==> src/rha_pkg.sv <==
// ----------------------------------------------------------------------------
// rha_pkg
// Shared types and constants for the reference-counted handle allocator.
// ----------------------------------------------------------------------------
`default_nettype none
package rha_pkg;
    localparam int MEM_BYTES_DEF   = 65536;
    localparam int MAX_OBJECTS_DEF = 32;

    localparam logic [1:0] MODE_ALLOC  = 2'd0;
    localparam logic [1:0] MODE_RETR   = 2'd1;
    localparam logic [1:0] MODE_ADD    = 2'd2;
    localparam logic [1:0] MODE_DROP   = 2'd3;

    localparam logic [1:0] ST_OK      = 2'd0;
    localparam logic [1:0] ST_NOSPACE = 2'd1;
    localparam logic [1:0] ST_FULL    = 2'd2;
    localparam logic [1:0] ST_UNKNOWN = 2'd3;

    localparam logic KIND_COPY  = 1'b0;
    localparam logic KIND_REPLY = 1'b1;

    typedef struct packed {
        logic [31:0] handle;
        logic [15:0] start;
        logic [15:0] size;
        logic [15:0] refs;
    } entry_t;

    // command broadcast from the controller to every cell
    typedef enum logic [2:0] {
        OP_NONE,
        OP_MATCH,
        OP_INC,
        OP_DEC,
        OP_REMOVE,
        OP_SHIFT,
        OP_WRITE
    } cell_op_t;

    typedef struct packed {
        cell_op_t    op;
        logic [31:0] key;
        entry_t      wdata;
        logic [5:0]  widx;
    } cell_cmd_t;

    typedef enum logic [2:0] {
        S_IDLE,
        S_LOOKUP,
        S_ACT,
        S_COMPACT,
        S_ALLOC,
        S_REPLY
    } state_t;
endpackage
`default_nettype wire

==> src/rha_cell.sv <==
// ----------------------------------------------------------------------------
// rha_cell
// One table slot: holds an entry, compares its handle, shifts toward
// lower slots on removal and rotates toward lower slots during compaction.
// ----------------------------------------------------------------------------
`default_nettype none
module rha_cell #(
    parameter int IDX_W = 6,
    parameter int POS   = 0
) (
    input  wire              clk,
    input  wire rha_pkg::cell_cmd_t cmd,
    input  wire [IDX_W-1:0]  live,
    input  wire              below_hit,   // a lower slot matched
    input  wire rha_pkg::entry_t from_up, // neighbor above
    input  wire              rot_start_we,
    input  wire [15:0]       rot_start,
    output rha_pkg::entry_t  q,
    output logic             hit
);
    rha_pkg::entry_t ent_reg;
    rha_pkg::entry_t shift_ent;
    logic            hit_reg;
    logic            in_use;

    assign in_use = (IDX_W'(POS) < live);
    assign q      = ent_reg;
    assign hit    = hit_reg;

    // rotate: slot 0 content travels to the top live slot with its new start
    always_comb
    begin
        shift_ent = from_up;
        if (rot_start_we)
            shift_ent.start = rot_start;
    end

    always_ff @(posedge clk)
    begin
        unique case (cmd.op)
            rha_pkg::OP_MATCH:
                hit_reg <= in_use && (ent_reg.handle == cmd.key) && (cmd.key != 32'd0);
            rha_pkg::OP_INC:
                if (hit_reg && ent_reg.refs != 16'hFFFF)
                    ent_reg.refs <= ent_reg.refs + 16'd1;
            rha_pkg::OP_DEC:
                if (hit_reg)
                    ent_reg.refs <= ent_reg.refs - 16'd1;
            rha_pkg::OP_REMOVE:
            begin
                if (hit_reg || below_hit)
                    ent_reg <= from_up;
                hit_reg <= 1'b0;
            end
            rha_pkg::OP_SHIFT:
                ent_reg <= shift_ent;
            rha_pkg::OP_WRITE:
                if (cmd.widx == 6'(POS))
                    ent_reg <= cmd.wdata;
            default: ;
        endcase
    end
endmodule
`default_nettype wire

==> config.mk <==
export PLATFORM = sky130hd
export DESIGN_NAME = rha_cell
export DESIGN_NICKNAME = d
export VERILOG_FILES = /design/src/rha_pkg.sv /design/src/rha_cell.sv
export SDC_FILE = /design/constraint.sdc
export NUM_CORES = 1
export LEC_CHECK = 0
export BUFFER_PORTS_ARGS = -buffer_cell sky130_fd_sc_hd__buf_2
export CELL_PAD_IN_SITES_DETAIL_PLACEMENT = 1
export CELL_PAD_IN_SITES_GLOBAL_PLACEMENT = 1
export CORE_ASPECT_RATIO = 0.75
export CORE_MARGIN = 3
export CORE_UTILIZATION = 30
export DETAILED_ROUTE_END_ITERATION = 6
export PLACE_DENSITY_LB_ADDON = 0.1
export SYNTH_ARGS = -nofsm -noshare
export SYNTH_HDL_FRONTEND = slang
export SYNTH_SLANG_ARGS = --single-unit
==> constraint.sdc <==
create_clock -name clk -period 6.9 [get_ports clk]
set_input_delay 0 -clock clk [delete_from_list [all_inputs] [get_ports clk]]
set_output_delay 0 -clock clk [all_outputs]
set_load 0.005 [all_outputs]
## Word-level counts from Yosys, hierarchy flattened

Index checks and enable logic that the tools add are counted.

- Flip-flop bits (word level): 81
- Input port bits: 226
- Output and inout bits: 81
- Logic and storage cells: 39

- Add/sub/neg operators: 2
- $lt $le $gt $ge: 1
- Equality and inequality tests: 12
- Mux-type cells: 8
- Reductions and logical operators: 11

Operators by type and width:

| operator | count |
|---|---|
| $pmux W64 S3 | 1 |
| $mux W80 | 2 |
| $pmux W16 S5 | 1 |
| $mux W16 | 3 |
| $eq A32 B32 Y1 | 1 |
| $reduce_bool A32 Y1 | 1 |
| $add A16 B1 Y16 const B | 1 |
| $ne A16 B16 Y1 const B | 1 |
| $sub A16 B1 Y16 const B | 1 |
| $eq A3 B3 Y1 const B | 3 |
| $ne A2 B2 Y1 const B | 4 |
| $eq A3 B2 Y1 const B | 2 |
| $logic_not A6 Y1 | 1 |
| $lt A1 B6 Y1 const A | 1 |
| $reduce_and A5 Y1 | 1 |
| $reduce_bool A5 Y1 | 1 |
| $eq A3 B1 Y1 const B | 1 |
| $logic_and A1 B1 Y1 | 3 |
| $reduce_and A3 Y1 | 1 |
| $reduce_bool A3 Y1 | 1 |
| $pmux W1 S2 | 1 |
| $reduce_bool A2 Y1 | 1 |
| $logic_or A1 B1 Y1 | 1 |

## Logic depth before layout (Yosys ltp)

Gate-level depths: netlist of run 1.

- Depth in word-level cells: 4
- Gate-level depth with buffers: 10
- Gate-level depth less buffers: 9

## Least setup slack after synthesis of run 1

No wires, ideal clock.

- Path type: input port to flip-flop
- Start: input cmd[1] (netlist bit)
- End: register ent_reg (netlist bit q[0]) (enable)
- Setup time: 0.392 ns
- Arrival time: 4.696 ns
- Required time: 6.508 ns
- Path slack: 1.812 ns
- Cell stages on the path: 4
- Path buffers: 0
- Cell sequence: nor4_1 -> nand3_1 -> a31oi_1 -> o21bai_1

- Word-level cells in the longest chain between the ends: 3

RTL lines:

| what | line | source |
|---|---|---|
| start: declaration | rha_cell.sv:12 | `input wire rha_pkg::cell_cmd_t cmd,` |
| $logic_not A6 Y1 | rha_cell.sv:58 | `if (cmd.widx == 6'(POS))` |
| $ne A2 B2 Y1 (no line) | - |  |
| $reduce_and A5 Y1 (no line) | - |  |
| end signal: assignment | rha_cell.sv:52 | `ent_reg <= from_up;` |
| end signal: assignment | rha_cell.sv:56 | `ent_reg <= shift_ent;` |
| end signal: assignment | rha_cell.sv:59 | `ent_reg <= cmd.wdata;` |
| end: declaration | rha_cell.sv:21 | `rha_pkg::entry_t ent_reg;` |

Every way passes these cells.
A chain may end at the register's enable or synchronous reset.

## Worst setup path in the final report of run 1

- Start: input cmd[120] (netlist bit)
- End: register ent_reg (netlist bit q[42]), data pin

- Word-level cells in the longest chain between the ends: 2
- Elaborated cells on any way between the ends: 4
- Classes of those cells: eq/ne: 3; mux: 1

RTL lines:

| what | line | source |
|---|---|---|
| $eq A3 B3 Y1 | rha_cell.sv:40 | `unique case (cmd.op)` |
| $pmux W64 S3 * | rha_cell.sv:40 |  |

Every way passes the cells marked *; elsewhere a longest branch is shown, timed or not.

==> run_results.csv, run 1 <==
group,metric,value,unit
routing,drc,0,
global_routing,antenna_found_initial,1,
die,core-area,16400,um^2
synth,async_flop_share,0,%
placement,post-place-cells,1058,
routing,drtIter0Drc,293,
synth,synthCells,573,
power_and_ir_drop,intPower,1070,uW
routing,ant_nets,0,
power_and_ir_drop,p_sw,435,uW
cts,cts_resized,0,
synth,syn-cell-area,5110,um^2
cts,cts_buffer_depth,2,
placement,place_congestion,0.907,
critical_path,critPathKind,"in -> reg",
final_layout,seqCellArea,2430,um^2
cts,cts_tree,"yes",
final_layout,final_cells,1204,
sta,fmax,331,MHz
sta,hold_viol_final,0,
cts,clk_pin_slew,0.07,ns
sta,rsz0062_at_grt,"no",
die,die-area,18600,um^2
routing,dr_wl_met2,11900,um
critical_path,cpPeakStageDelay,0.61,ns
final_layout,final_common_cell,"buf_2",
sta,slew_headroom,27.7,%
placement,dpl-instance-area,6770,um^2
critical_path,critPathArrivalTime,3.24,ns
critical_path,endpoint_kind,"flip-flop",
synth,syn_avg_cell_area,8.91,um^2
sta,tightest_slew,1.08,ns
power_and_ir_drop,peakVddDrop,100,uV
routing,top_layer_used,"met4",
final_layout,largest_reg_flops,80,
synth,synth-edff-count,81,
power_and_ir_drop,leakagePower,0.00378,uW
cts,hold_buffers,130,
critical_path,slowest_stage,"nor2b_1",
sta,post-route-period-util,43.8,%
global_routing,grt_max_degree,66,
sta,finalSetupViolations,0,
final_layout,n_fill_cell,2000,
critical_path,cp.required,7.12,ns
routing,met1_length,9740,um
cts,h-tree-depth,3,
synth,synth-main-ff-cell,"edfxtp_1",
synth,synth_nets,800,
die,die_h,119,um
sta,tns,0,ns
final_layout,drive_above_1_share,33.7,%
cts,cts_sinks,81,
run,drv_cap,0,
placement,hpwl,17300,um
die,initial_core_util,31.2,%
global_routing,grt.overflow.total,0,
power_and_ir_drop,pwr-share-seq,42.4,%
synth,synth-seq-area-share,47.6,%
routing,vias_per_cell,5.03,
critical_path,cp_cell_sequence,"buf_2 -> nor2b_1 -> and2_2 -> a22oi_1 -> dlygate4sd3_1 -> nand2_1 -> dlygate4sd3_1",
cts,cts_buffers,9,
critical_path,startpoint_type,"input pin",
synth,yosysWarnings,0,
power_and_ir_drop,combPwrFrac,24.9,%
power_and_ir_drop,p_clk_share,32.6,%
global_routing,first_global_vias,6578,
critical_path,cp_max_fo,40,
cts,cts_setup_buffers,0,
routing,vias,6059,
die,die_w,157,um
outcome,status,"finished clean",
sta,fin_skew,0.0101,ns
sta,period_needed,3.02,ns
power_and_ir_drop,p_sw_share,28.9,%
global_routing,grt_usage,25.6,%
worst_hold_path,min-delay-path-class,"in -> reg",
final_layout,final_cell_mix,"buf_2, nand2_1, dlygate4sd3_1",
placement,port_buffers,306,
routing,wl,24300,um
cts,clock_latency,0.35,ns
final_layout,fin_area,8370,um^2
cts,root_buffer,"clkbuf_16",
critical_path,cpMostUsedCell,"dlygate4sd3_1",
power_and_ir_drop,p_per_area,180,nW/um^2
synth,synth_cell_type_count,51,
sta,drv_slew,0,
die,ios,307,
final_layout,nNetsFinal,1216,
final_layout,multiInputGateArea,2480,um^2
global_routing,grt_first_pass_wirelength,36800,um
synth,synth_seq_cells,81,
routing,wl_met3,1890,um
die,num_rows,40,
routing,avgRoutedWirePerCell,20.1,um
routing,dr.pass1.iters,4,
final_layout,area_delta_synth_final,63.9,%
## final cells by class
type                    count  area share, %
repair buffers            440           34.2
multi-input cells         448           29.6
flip-flops and latches     81           29.1
well taps                 210           3.14
clock buffers               9           2.69
clock inverters             6          0.808
inverters                   9          0.404
diodes                      1         0.0299
## worst paths after layout
check / start / cells past startpoint / slack (ns) / to
hold reg to reg: q[65] / 3 / 0.75 / hit
hold / removal: from_up[35] / 3 / 0.002 / q[35]
setup / recovery: cmd[120] / 7 / 3.88 / q[42]
setup reg to reg: q[10] / 5 / 4.39 / q[8]
## cell families (layout without fill, tap and decap cells)
family	after synthesis	in the layout	share of synthesized area, %
compound gates	77	77	10.1
xor+xnor	59	59	10.1
mux	5	5	0.980
buf+inv	44	464	4.19
flops	81	81	47.6
other cells	0	1	0
fa+ha+maj	1	1	0.245
simple gates	306	306	26.7
## worst max-delay path: cells and delay by family
kind	cells	cell delay, ns
buffers and inverters	3	1.74
AOI/OAI and AO/OA	1	0.20
and+or+nand+nor	3	1.27
## Yosys cell counts (10+ instances only)
cell type	count	share of area, %
nor2_1	24	1.8
xnor2_1	41	7.0
nand2_1	204	15
nand3_1	14	1.4
clkbuf_1	11	0.81
nor4_1	18	2.2
edfxtp_1	81	48
buf_2	18	1.8
a22oi_1	21	3.1
o21ai_0	20	2.0
nand4_1	10	1.2
xor2_1	18	3.1
## layer usage
layer / up-vias / track usage (%)
li1: 2843 / -
met1: 2897 / 30.3
met2: 275 / 44.5
met3: 44 / 7.34
met4: 0 / 8.64
met5: - / 0
## metrics by stage
stage          util [%]  total power [uW]  hold WS (ns)  setup slack (ns)
2_1_floorplan         -               790         0.174              1.81
3_3_place_gp       41.4               938         0.260              3.97
3_5_place_dp       41.4               948         0.264              3.83
4_1_cts            51.1              1510     0.0000536              4.02
5_1_grt            51.1              1580       0.00318              3.75
6_report           51.1              1510       0.00222              3.88
## power by group through the flow
stage / registers (uW) / clock network [uW] / logic, uW
2_1_floorplan: 633 / 0 / 157
3_3_place_gp: 647 / 0 / 291
3_5_place_dp: 649 / 0 / 299
4_1_cts: 639 / 504 / 370
5_1_grt: 645 / 524 / 412
6_report: 640 / 492 / 376
Power figures use the tool's default switching activity.
==> run 2, diff against run 1 <==
CORE_UTILIZATION = 28   (was 30)
clock period = 2.4 ns   (was 6.9 ns; I/O delays follow)
==> run 2 against run 1 <==
  * First-iteration DRC count rose by 13%
  * Non-clock buffer count is 13 higher
  * Sequential cell count unchanged
  * Clock power grew to 2.7 times the previous value
  * Clock skew fell by 0.0061 ns
  * Wire length decreased by 3.7%
  * Die area rose by 6.8%
  * Global-route usage fell by 2.7 points
  * Worst setup slack worse by 3.7 ns
  * Core utilization is 2.9 points lower
  * Critical path type is now reg -> reg
  * Critical endpoint is now q[9]
  * Largest power group unchanged
==> run_results.csv, run 2 (synthesis results as in run 1) <==
group,metric,value,unit
cts,h-tree-depth,3,
final_layout,drive_above_1_share,35.6,%
sta,hold_viol_final,0,
sta,fin_skew,0.00397,ns
routing,wl,23400,um
power_and_ir_drop,p_per_area,499,nW/um^2
routing,ant_nets,0,
worst_hold_path,whs_endpoint,"q[39]",
global_routing,grt_max_degree,65,
cts,clock_latency,0.34,ns
sta,period_needed,2.20,ns
placement,hpwl,16900,um
sta,post-route-period-util,91.6,%
sta,fmax,455,MHz
die,core-area,17800,um^2
power_and_ir_drop,peakVddDrop,274,uV
routing,drtIter0Drc,331,
routing,wl_met3,1910,um
sta,tns,0,ns
die,die-area,19900,um^2
outcome,status,"finished clean",
cts,cts_tree,"yes",
sta,worst_slack,0.200,ns
critical_path,cpPeakStageDelay,0.61,ns
worst_hold_path,hold_depth,3,
die,initial_core_util,28.7,%
critical_path,critPathArrivalTime,2.38,ns
sta,drv_slew,0,
placement,port_buffers,306,
final_layout,area_delta_synth_final,67.7,%
cts,cts_sinks,81,
cts,cts_buffer_depth,2,
placement,place_congestion,0.908,
global_routing,grt.overflow.total,0,
critical_path,cpMostUsedCell,"nand3_1",
critical_path,critPathKind,"reg -> reg",
cts,cts_buffers,9,
global_routing,grt_usage,22.9,%
global_routing,antenna_found_initial,2,
worst_hold_path,min-delay-start,"cmd[45]",
critical_path,cp_max_fo,10,
worst_hold_path,min-delay-path-class,"in -> reg",
critical_path,cp.required,2.58,ns
run,drv_cap,0,
final_layout,nNetsFinal,1229,
die,num_rows,42,
routing,avgRoutedWirePerCell,18.7,um
cts,root_buffer,"clkbuf_16",
critical_path,startpoint,"q[2]",
final_layout,largest_reg_flops,80,
die,ios,307,
global_routing,first_global_vias,6457,
critical_path,rrSetupSlack,0.20,ns
cts,clk_pin_slew,0.06,ns
die,die_h,123,um
final_layout,final_cell_mix,"buf_2, nand2_1, dlygate4sd3_1",
sta,tightest_slew,0.656,ns
routing,met1_length,9530,um
final_layout,final_common_cell,"buf_2",
critical_path,reg2reg_depth,6,
sta,slew_headroom,56.2,%
sta,finalSetupViolations,0,
critical_path,timing.rr.start,"q[2]",
critical_path,startpoint_type,"flip-flop",
power_and_ir_drop,leakagePower,0.00384,uW
placement,dpl_worst_slack,0.163,ns
routing,vias_per_cell,4.84,
critical_path,slowest_stage,"edfxtp_1",
die,die_w,162,um
sta,rsz0062_at_grt,"yes",
routing,vias,6058,
cts,cts_setup_buffers,0,
global_routing,grt_first_pass_wirelength,35300,um
routing,dr_wl_met2,11200,um
critical_path,endpoint_kind,"flip-flop",
routing,top_layer_used,"met4",
critical_path,r2r_end,"q[9]",
sta,holdWs,0.000417,ns
routing,drc,0,
critical_path,cp_cell_sequence,"nand3_1 -> nor2_1 -> nand3_1 -> xor2_1 -> a211o_1 -> o211ai_1",
routing,dr.pass1.iters,4,
## run 2: changes by cell type in the layout (fill, tap and decap cells not counted), moves of 2 or more
cell / before / now
clkinv_4: 2 / 0
nor4_1: 18 / 15
buf_12: 0 / 3
buf_4: 4 / 15
clkinvlp_4: 1 / 5
nor4_2: 0 / 3
## run 2: final cells by class
class,instances,area (um^2)
antenna,2,5.00
clock buffer,9,225
clock inverter,7,55.1
fill,2149,9200
inverter,9,33.8
multi-input combinational,448,2510
sequential,81,2430
tap,242,303
timing repair buffer,453,3000
## run 2: per-layer routing
layer  vias up  track usage [%]
li1       2862                -
met1      2888             26.9
met2       266             40.1
met3        42             7.17
met4         0             7.83
met5         -                0
## run 2: worst max path at each step
stage	to
detailed placement	q[14]
CTS	q[14]
global route	q[14]
finish	q[9]
floorplan	q[0]
global placement	q[14]
## run 2: per-stage QoR
step                total power [uW]  cells  util [%]  instance area [um^2]
floorplan                       2270    573         -                  5130
global placement                2720   1104      39.2                  6960
detailed placement              2750   1104      39.2                  6960
CTS                             4280   1248      48.0                  8520
global route                    4480   1251      48.2                  8560
finish                          4280   1251      48.2                  8560
## run 2: worst max-delay path: cells and delay by family (launching register included)
family | cells | cell delay, ns
XOR/XNOR | 1 | 0.17
AO/OA/AOI/OAI | 2 | 0.32
AND/OR/NAND/NOR | 3 | 0.93
flip-flops | 1 | 0.61
## run 2: timing repair
action                                 in CTS  in global routing
gates resized for setup                     0                  6
setup endpoints to repair                   0                 17
endpoints found under the hold margin      65                  1
hold buffers                              128                  1
## run 2: report_power, final
group | switching, uW | internal, uW | total (uW) | leakage (uW)
combinational | 522 | 599 | 1120 | 0.00295
clock | 626 | 709 | 1330 | 0.000121
sequential | 114 | 1710 | 1820 | 0.000774
==> run 3, diff against run 2 <==
CORE_MARGIN = unset   (was 3)
==> run 3 against run 2 <==
  * Core utilization rose by 0.12 points
  * Worst hold slack better by 0.0081 ns
  * Combinational power hardly changed
  * Design area is 0.25% higher
  * Via count shrank 1.3%
  * Global-route usage increased by 1.6 points
  * Count of clock-buffer cells in the layout did not move
  * Critical path depth grew 3
  * Critical path type is now in -> reg
  * Largest power group unchanged
==> run_results.csv, run 3 (synthesis results as in run 1) <==
group,metric,value,unit
sta,tns,0,ns
run,drv_cap,0,
sta,post-route-period-util,92.2,%
critical_path,critPathArrivalTime,2.31,ns
die,initial_core_util,28.7,%
critical_path,cp_cell_sequence,"buf_2 -> buf_4 -> nor2b_1 -> and2_2 -> buf_4 -> a22oi_1 -> dlygate4sd3_1 -> nand2_1 -> dlygate4sd3_1",
die,num_rows,42,
sta,rsz0062_at_grt,"no",
routing,dr.pass1.iters,4,
critical_path,slowest_stage,"dlygate4sd3_1",
cts,clock_latency,0.34,ns
routing,vias,5979,
placement,hpwl,16600,um
critical_path,cpPeakStageDelay,0.57,ns
critical_path,cp_max_fo,25,
critical_path,cp.required,2.49,ns
cts,h-tree-depth,3,
die,die-area,18800,um^2
routing,ant_nets,0,
sta,tightest_slew,0.691,ns
sta,slew_headroom,53.9,%
die,die_w,158,um
final_layout,largest_reg_flops,80,
die,core-area,17800,um^2
sta,fin_skew,0.00701,ns
placement,place_congestion,0.852,
cts,cts_buffer_depth,2,
routing,avgRoutedWirePerCell,18.2,um
critical_path,startpoint_type,"input pin",
power_and_ir_drop,finalPower,4360,uW
final_layout,final_cell_mix,"buf_2, nand2_1, dlygate4sd3_1",
power_and_ir_drop,p_per_area,508,nW/um^2
critical_path,timing.rr.start,"q[1]",
global_routing,grt_max_degree,65,
placement,port_buffers,306,
global_routing,first_global_vias,6506,
worst_hold_path,min-delay-start,"from_up[5]",
routing,vias_per_cell,4.75,
power_and_ir_drop,peakVddDrop,293,uV
sta,fmax,452,MHz
critical_path,endpoint_kind,"flip-flop",
die,die_h,119,um
routing,wl,22900,um
sta,period_needed,2.21,ns
sta,drv_slew,0,
die,ios,307,
global_routing,antenna_found_initial,4,
global_routing,grt.overflow.total,0,
cts,clk_pin_slew,0.07,ns
cts,cts_sinks,81,
routing,drc,0,
final_layout,drive_above_1_share,35.5,%
final_layout,final_common_cell,"buf_2",
sta,hold_viol_final,0,
critical_path,critPathKind,"in -> reg",
routing,drtIter0Drc,367,
critical_path,startpoint,"cmd[120]",
sta,holdWs,0.00853,ns
power_and_ir_drop,leakagePower,0.00389,uW
final_layout,area_delta_synth_final,68.1,%
global_routing,grt_first_pass_wirelength,34900,um
outcome,status,"finished clean",
cts,cts_tree,"yes",
cts,cts_buffers,9,
global_routing,grt_usage,24.6,%
sta,finalSetupViolations,0,
final_layout,nNetsFinal,1234,
cts,root_buffer,"clkbuf_16",
worst_hold_path,min-delay-path-class,"in -> reg",
run 3: cell count changes in the layout (fill, tap and decap cells not counted), moves of 2 or more:
cell,change
buf_4,+6
diode_2,+2
clkinvlp_4,-5
nor4_1,+3
nor4_2,-3
buf_12,-2
clkinv_2,+2
run 3: critical path: cells and delay by family:
family / cells / cell delay, ns
AO/OA/AOI/OAI: 1 / 0.21
buffers and inverters: 5 / 1.65
AND/OR/NAND/NOR: 3 / 0.43
run 3: layer usage:
layer  global-route usage (%)  wire [um]  vias to the layer above  part of all wire [%]
met4                     7.57        497                        0                   2.2
li1                         -          -                     2879                     -
met3                     5.64       1760                       28                   7.7
met2                     42.8      11000                      250                    48
met5                        0          0                        -                     0
met1                     29.8       9620                     2822                    42
run 3: stage by stage:
step / area, um^2 / utilization [%] / setup WS (ns) / std cells
6_report: 8580 / 48.3 / 0.186 / 1258
3_3_place_gp: 6960 / 39.2 / 0.197 / 1108
2_1_floorplan: 5130 / - / -0.129 / 573
3_5_place_dp: 6960 / 39.2 / 0.125 / 1108
4_1_cts: 8560 / 48.2 / 0.113 / 1254
5_1_grt: 8580 / 48.3 / 0.0236 / 1258
run 3: power breakdown:
part	internal, uW	switching, uW
clock	816	610
sequential	1710	104
combinational	602	526
total	3120	1240
run 3: worst paths after layout:
kind,slack (ns),cells past startpoint,end
min,0.009,3,q[5]
min reg2reg,0.75,3,hit
max reg2reg,0.21,8,q[14]
max,0.19,9,q[35]
run 3: timing repair:
action                     4_1_cts  5_1_grt
resized for setup                0        3
buffers inserted                 0        0
setup endpoints to repair        0        3
hold buffers                   130        0
hold endpoints to repair        65        0
run 3: area by class of cell:
type                            instances  area [um^2]
Sequential cell                        81         2430
Multi-Input combinational cell        448         2490
Tap cell                              242          303
Inverter                                9         33.8
Clock buffer                            9          225
Fill cell                            2189         9180
Timing Repair Buffer                  458         3010
Clock inverter                          7         75.1
Antenna cell                            4         10.0
